$ cat config.mk
export PLATFORM = sky130hd
export DESIGN_NAME = calendar_date_to_julian_day
export DESIGN_NICKNAME = d
export VERILOG_FILES = /design/src/sv/cdjd_pkg.sv /design/src/sv/calendar_date_to_julian_day.sv
export SDC_FILE = /design/constraint.sdc
export NUM_CORES = 1
export LEC_CHECK = 0
export BUFFER_PORTS_ARGS = -buffer_cell sky130_fd_sc_hd__buf_2
export CELL_PAD_IN_SITES_DETAIL_PLACEMENT = 1
export CELL_PAD_IN_SITES_GLOBAL_PLACEMENT = 2
export CORE_ASPECT_RATIO = 2
export CORE_UTILIZATION = 43
export CTS_CLUSTER_DIAMETER = 60
export DETAILED_ROUTE_END_ITERATION = 8
export PLACE_DENSITY = 0.87
export SLEW_MARGIN = 20
export SYNTH_ARGS = -nofsm -noshare
export SYNTH_HDL_FRONTEND = slang
export SYNTH_SLANG_ARGS = --single-unit
export TNS_END_PERCENT = 100
$ cat constraint.sdc
create_clock -name clk_i -period 9.49 [get_ports clk_i]
set_clock_uncertainty 0.2 [all_clocks]
set_input_delay 0 -clock clk_i [delete_from_list [all_inputs] [get_ports clk_i]]
set_output_delay 0 -clock clk_i [all_outputs]
set_load 0.01 [all_outputs]
$ cat src/sv/cdjd_pkg.sv
// cdjd_pkg: constants and the month table for the calendar date to julian day converter
// no dependencies; used by calendar_date_to_julian_day
package cdjd_pkg;

  localparam int unsigned SecPerDay  = 86400;
  localparam int unsigned HalfDaySec = 43200;
  localparam int          CutYear    = 1582;
  localparam int unsigned CutMonth   = 10;
  localparam int unsigned CutDay     = 15;
  localparam int          YearOffset = 4716;
  localparam int          DayBias    = 1525;
  localparam int          CentBias   = 16400;
  localparam int          CentBase   = 164;
  localparam int unsigned CentRecip  = 5243;
  localparam int unsigned CentShift  = 19;

  // floor(30.6001 * (m + 1)) for shifted month m in 3..15
  function automatic logic [8:0] month_term(input logic [3:0] m);
    logic [8:0] r;
    unique case (m)
      4'd3:    r = 9'd122;
      4'd4:    r = 9'd153;
      4'd5:    r = 9'd183;
      4'd6:    r = 9'd214;
      4'd7:    r = 9'd244;
      4'd8:    r = 9'd275;
      4'd9:    r = 9'd306;
      4'd10:   r = 9'd336;
      4'd11:   r = 9'd367;
      4'd12:   r = 9'd397;
      4'd13:   r = 9'd428;
      4'd14:   r = 9'd459;
      4'd15:   r = 9'd489;
      default: r = 9'd0;
    endcase
    return r;
  endfunction

endpackage

$ cat src/sv/calendar_date_to_julian_day.sv
// calendar_date_to_julian_day: four-stage pipeline, calendar date and time to julian day
// depends on cdjd_pkg
//
//   channel | direction | handshake                 | word
//   in      | sink      | in_valid_i / in_stall_o   | year, month, day, hour, minute, second
//   out     | source    | out_valid_o / out_stall_i | jd_days, jd_seconds
//
// four register stages, one word per cycle while out_stall_i is low
// stage 1 adjusts year and month, stage 2 holds the two constant multiplies,
// stage 3 sums the day count, stage 4 carries seconds into days and saturates
// each stage holds its word until the next one frees, bubbles are squeezed out
// reset clears only the stage valid bits
module calendar_date_to_julian_day (
  input  logic               clk_i,
  input  logic               rst_ni,
  input  logic               in_valid_i,
  output logic               in_stall_o,
  input  logic signed [14:0] year_i,
  input  logic        [3:0]  month_i,
  input  logic        [4:0]  day_i,
  input  logic        [4:0]  hour_i,
  input  logic        [5:0]  minute_i,
  input  logic        [5:0]  second_i,
  output logic               out_valid_o,
  input  logic               out_stall_i,
  output logic        [22:0] jd_days_o,
  output logic        [16:0] jd_seconds_o
);

  logic v1_q, v2_q, v3_q, v4_q;
  logic en1, en2, en3, en4;

  assign en4 = !v4_q || !out_stall_i;
  assign en3 = !v3_q || en4;
  assign en2 = !v2_q || en3;
  assign en1 = !v1_q || en2;
  assign in_stall_o = !en1;

  // stage 1
  logic signed [15:0] y1_d, y1_q;
  logic        [3:0]  m1_d, m1_q;
  logic        [4:0]  day1_q;
  logic               pre1_d, pre1_q;
  logic        [16:0] tod1_d, tod1_q;

  always_comb begin
    y1_d = {year_i[14], year_i};
    if (year_i < 15'sd0) begin
      y1_d = y1_d + 16'sd1;
    end
    m1_d = month_i;
    if (month_i <= 4'd2) begin
      y1_d = y1_d - 16'sd1;
      m1_d = month_i + 4'd12;
    end
    priority if (year_i != 15'(cdjd_pkg::CutYear)) begin
      pre1_d = year_i < 15'(cdjd_pkg::CutYear);
    end else if (month_i != 4'(cdjd_pkg::CutMonth)) begin
      pre1_d = month_i < 4'(cdjd_pkg::CutMonth);
    end else begin
      pre1_d = day_i < 5'(cdjd_pkg::CutDay);
    end
    tod1_d = 17'(hour_i * 17'd3600) + 17'(minute_i * 17'd60) + 17'(second_i);
  end

  // stage 2
  logic signed [15:0] t2;
  logic        [15:0] u2;
  logic        [28:0] cprod2;
  logic signed [26:0] prod2_d, prod2_q;
  logic        [9:0]  cent2_q;
  logic        [8:0]  mt2_q;
  logic        [4:0]  day2_q;
  logic               pre2_q;
  logic        [16:0] tod2_q;

  always_comb begin
    t2      = y1_q + 16'(cdjd_pkg::YearOffset);
    u2      = 16'(y1_q + 16'(cdjd_pkg::CentBias));
    cprod2  = 29'(u2) * 29'(cdjd_pkg::CentRecip);
    prod2_d = $signed({{11{t2[15]}}, t2}) * 27'sd1461;
  end

  // stage 3
  logic signed [10:0] a3, b3;
  logic signed [24:0] days3_d, days3_q;
  logic        [17:0] secs3_q;

  always_comb begin
    a3 = $signed({1'b0, cent2_q}) - 11'(cdjd_pkg::CentBase);
    b3 = pre2_q ? 11'sd0 : (11'sd2 - a3 + (a3 >>> 2));
    days3_d = prod2_q[26:2]
            + $signed({16'b0, mt2_q})
            + $signed({20'b0, day2_q})
            + $signed({{14{b3[10]}}, b3})
            - 25'(cdjd_pkg::DayBias);
  end

  // stage 4
  logic signed [24:0] days4;
  logic        [17:0] secs4;
  logic        [22:0] jd_days_d, jd_days_q;
  logic        [16:0] jd_seconds_d, jd_seconds_q;

  always_comb begin
    days4 = days3_q;
    secs4 = secs3_q;
    if (secs3_q >= 18'(cdjd_pkg::SecPerDay)) begin
      secs4 = secs3_q - 18'(cdjd_pkg::SecPerDay);
      days4 = days3_q + 25'sd1;
    end
    if (days4 < 25'sd0) begin
      jd_days_d    = '0;
      jd_seconds_d = '0;
    end else begin
      jd_days_d    = days4[22:0];
      jd_seconds_d = secs4[16:0];
    end
  end

  always_ff @(posedge clk_i or negedge rst_ni) begin
    if (!rst_ni) begin
      v1_q <= 1'b0;
      v2_q <= 1'b0;
      v3_q <= 1'b0;
      v4_q <= 1'b0;
    end else begin
      if (en1) v1_q <= in_valid_i;
      if (en2) v2_q <= v1_q;
      if (en3) v3_q <= v2_q;
      if (en4) v4_q <= v3_q;
    end
  end

  always_ff @(posedge clk_i) begin
    if (en1) begin
      y1_q   <= y1_d;
      m1_q   <= m1_d;
      day1_q <= day_i;
      pre1_q <= pre1_d;
      tod1_q <= tod1_d;
    end
    if (en2) begin
      prod2_q <= prod2_d;
      cent2_q <= cprod2[28:19];
      mt2_q   <= cdjd_pkg::month_term(m1_q);
      day2_q  <= day1_q;
      pre2_q  <= pre1_q;
      tod2_q  <= tod1_q;
    end
    if (en3) begin
      days3_q <= days3_d;
      secs3_q <= 18'(tod2_q) + 18'(cdjd_pkg::HalfDaySec);
    end
    if (en4) begin
      jd_days_q    <= jd_days_d;
      jd_seconds_q <= jd_seconds_d;
    end
  end

  assign out_valid_o  = v4_q;
  assign jd_days_o    = jd_days_q;
  assign jd_seconds_o = jd_seconds_q;

  // input stalls only when every stage is full and the output is held
  assert property (@(posedge clk_i) disable iff (!rst_ni)
    in_stall_o |-> (v1_q && v2_q && v3_q && v4_q && out_stall_i))
    else $error("input stalled with a free stage");

  // seconds stay within one day
  assert property (@(posedge clk_i) disable iff (!rst_ni)
    out_valid_o |-> (jd_seconds_o < 17'(cdjd_pkg::SecPerDay)))
    else $error("jd_seconds out of range");

  // a word in stage 3 moves to the output when the output is free
  assert property (@(posedge clk_i) disable iff (!rst_ni)
    (v3_q && en4) |=> out_valid_o)
    else $error("word lost between stage 3 and output");

  // a held output word keeps its stage 3 successor in place
  assert property (@(posedge clk_i) disable iff (!rst_ni)
    (v4_q && out_stall_i && v3_q) |=> (v3_q && $stable(days3_q)))
    else $error("stage 3 word changed while blocked");

endmodule
==> results.cfg <==
[detailed_routing]
dr.pass1.iters = 4
vias = 14300
vias_per_cell = 5.14
drt-total-wl_mm = 48.5
drt_iter0_markers = 257
drt-wirelength-per-cell_um = 17.5
ant_nets = 0
drc = 0

[die]
start_util = 0.436
die-area_um2 = 49100
die_w_um = 157
pin_count = 87
die_y_um = 312
row_count = 113
core_um2 = 47500

[worst_hold_path]
worstHoldPathCells = 4
hold_class = input pin to flop

[cts]
clock-root-buffer = clkbuf_16
cts.clk_slew.worst_paths_ns = 0.08
clk-insertion-delay-late_ns = 0.47
cts_setup_buffers = 0
tritoncts = yes
h-tree-depth = 4
clock_sinks = 197
cts_made_buffers = 17
cts.path.max_buffers = 2

[synth]
synthCells = 1986
yosysTopAreaCellShare = 0.280
ys_seq_area_frac = 0.285
synth-xor-area-share = 0.0736
synth_compound_area_frac = 0.0736
yosys-top-cells-area = edfxtp_1 28%, ha_1 22%, fa_1 17%
syn-cell-area_um2 = 20700
avgSynthCellArea_um2 = 10.4
ys.flop_type = edfxtp_1
syn-num-nets = 2569
async_reset_ff_frac = 0.0203
synthDistinctLibCells = 66
ys_top_cells_by_count = 442 x inv_1, 362 x ha_1, 193 x edfxtp_1
synthMuxAreaShare = 0.00659
synth_edf_count = 193
synthSimpleGateAreaFrac = 0.0873
synth_warnings = 0
synthMostInstantiatedCell = inv_1
synth-seq-cells = 197
yosys.area_share.adder = 0.389
synth_top_family_by_area = adder cells
yosys.area.top_type = edfxtp_1

[cells_and_area]
layout-drive-gt1-share = 0.0696
area_growth_syn_to_layout_pct = 11.1
nets = 2711
n_antenna_cell = 0

[sta]
hold_violations = 0
setup_viol_count_final = 0
worstMarginPinSlew_ns = 0.990
period_minus_slack_ns = 7.36
drv_slew = 0
rsz0062_at_grt = no
tns_ns = 0
max_slew_margin = 0.337
clock.fmax_mhz = 136
min_period_over_period = 0.776

[global_route]
grt_use_total = 0.210
grt_pass1_wl_mm = 78.6
grt_max_degree = 69
grt_pass1_vias = 16300
antenna_found_initial = 0
gr-total-overflow = 0

[critical_path]
critPathMaxFanout = 8
r2r.worst_path.cells = 26
startpoint_type = flop
worstSetupPathType = flop to flop
crit_required_ns = 9.54
crit_arrival_ns = 7.41
r2r_slack_ns = 2.13
worstSetupEndpointType = flop

[place]
io_buffer_count = 86
gp_congestion = 0.987
dpl.hpwl_mm = 41.9

[status]
status = complete, no violations

[job]
maxCapViolCount = 0
## cell families (layout without fill, tap and decap cells)
family	count (synthesis)	after routing
and+or+nand+nor	371	371
DFF	197	197
buffers and inverters	462	617
muxes	12	12
adders and majority gates	538	538
xor gates and xnor gates	174	174
AOI/OAI and AO/OA	232	232
## sequential cells by signal (all words and copies together), names as in the netlist
register and flops:
day2_q 5, days3_q 25, tod2_q 17, jd_seconds_o 17, out_valid_o 1, tod1_q 17
v3_q 1, mt2_q 9, v2_q 1, y1_q 16, pre1_q 1, m1_q 4
day1_q 5, pre2_q 1, cent2_q 10, prod2_q 25, secs3_q 18, jd_days_o 23
v1_q 1
## cell type report
cell class                      count  area [µm²]
Fill cell                        5352       24500
Multi-Input combinational cell   1327       13100
Sequential cell                   197        5900
Inverter                          442        1660
Timing Repair Buffer              143         983
Tap cell                          632         791
Clock buffer                       17         425
Clock inverter                     15         188
## repair_timing
item	CTS	global route
endpoints found under the hold margin	77	0
hold buffers	50	0
gates resized for setup	0	0
## cells in the final DEF, fill, tap and decap left out, types with 7 or more instances in the layout
master         count
nor3_1            29
o21bai_1          14
xnor2_1          116
buf_2             86
nor2b_1           22
nand3_1           36
inv_1            442
dlygate4sd3_1     50
xor2_1            57
clkbuf_16         17
nor2_1           114
nand4_1           15
mux2i_1            8
edfxtp_1         193
fa_1             176
ha_1             362
and3_1            18
nand2b_1          19
a21o_1            28
nand2_1           75
a21oi_1           76
o21ai_0           38
buf_4              7
o21a_1            18
nor4_1             7
## worst max-delay path: stages, from the launching register on
cell	delay, ns
edfxtp_1	0.58
inv_1	0.27
ha_1	0.35
nor2b_1	0.17
nand2b_1	0.17
a31oi_1	0.13
nor2_1	0.17
o21ai_0	0.12
xnor2_1	0.43
ha_1	0.35
inv_1	0.10
fa_1	0.43
inv_1	0.08
fa_1	0.43
fa_1	0.54
inv_1	0.05
fa_1	0.52
inv_1	0.04
ha_1	0.37
a21oi_1	0.19
nor2b_1	0.06
o21ai_0	0.14
nand2b_1	0.11
a211oi_1	0.32
o21ai_0	0.15
or2_2	0.31
o311ai_0	0.36
## layer usage
layer,wire length [µm],global-route usage,part of all wire
met5,0,0,0
met4,2860,0.122,0.059
met3,769,0.0214,0.016
met2,29800,0.457,0.61
met1,15100,0.168,0.31
## path summary, 6_finish.rpt
path	start	to
max	y1_q[2]	prod2_q[25]
min	hour_i[2]	tod1_q[6]
max reg2reg	y1_q[2]	prod2_q[25]
min reg2reg	tod2_q[1]	secs3_q[1]
max in group asynchronous	rst_ni	v3_q
min in group asynchronous	rst_ni	v1_q
## stage by stage
stage	area (µm²)	util	hold WS, ns	std cells	setup WS, ns
finish	23000	0.484	0.0637	2773	2.13
global route	23000	0.484	0.0694	2773	1.71
CTS	23000	0.484	0.0433	2773	2.08
detailed placement	21900	0.461	-0.384	2691	2.08
global placement	21900	0.461	-0.391	2691	2.41
floorplan	20700	-	-0.496	1986	2.64
Power is not shown: default switching activity piles up to over one toggle a cycle in this logic, so the estimate is an artifact.
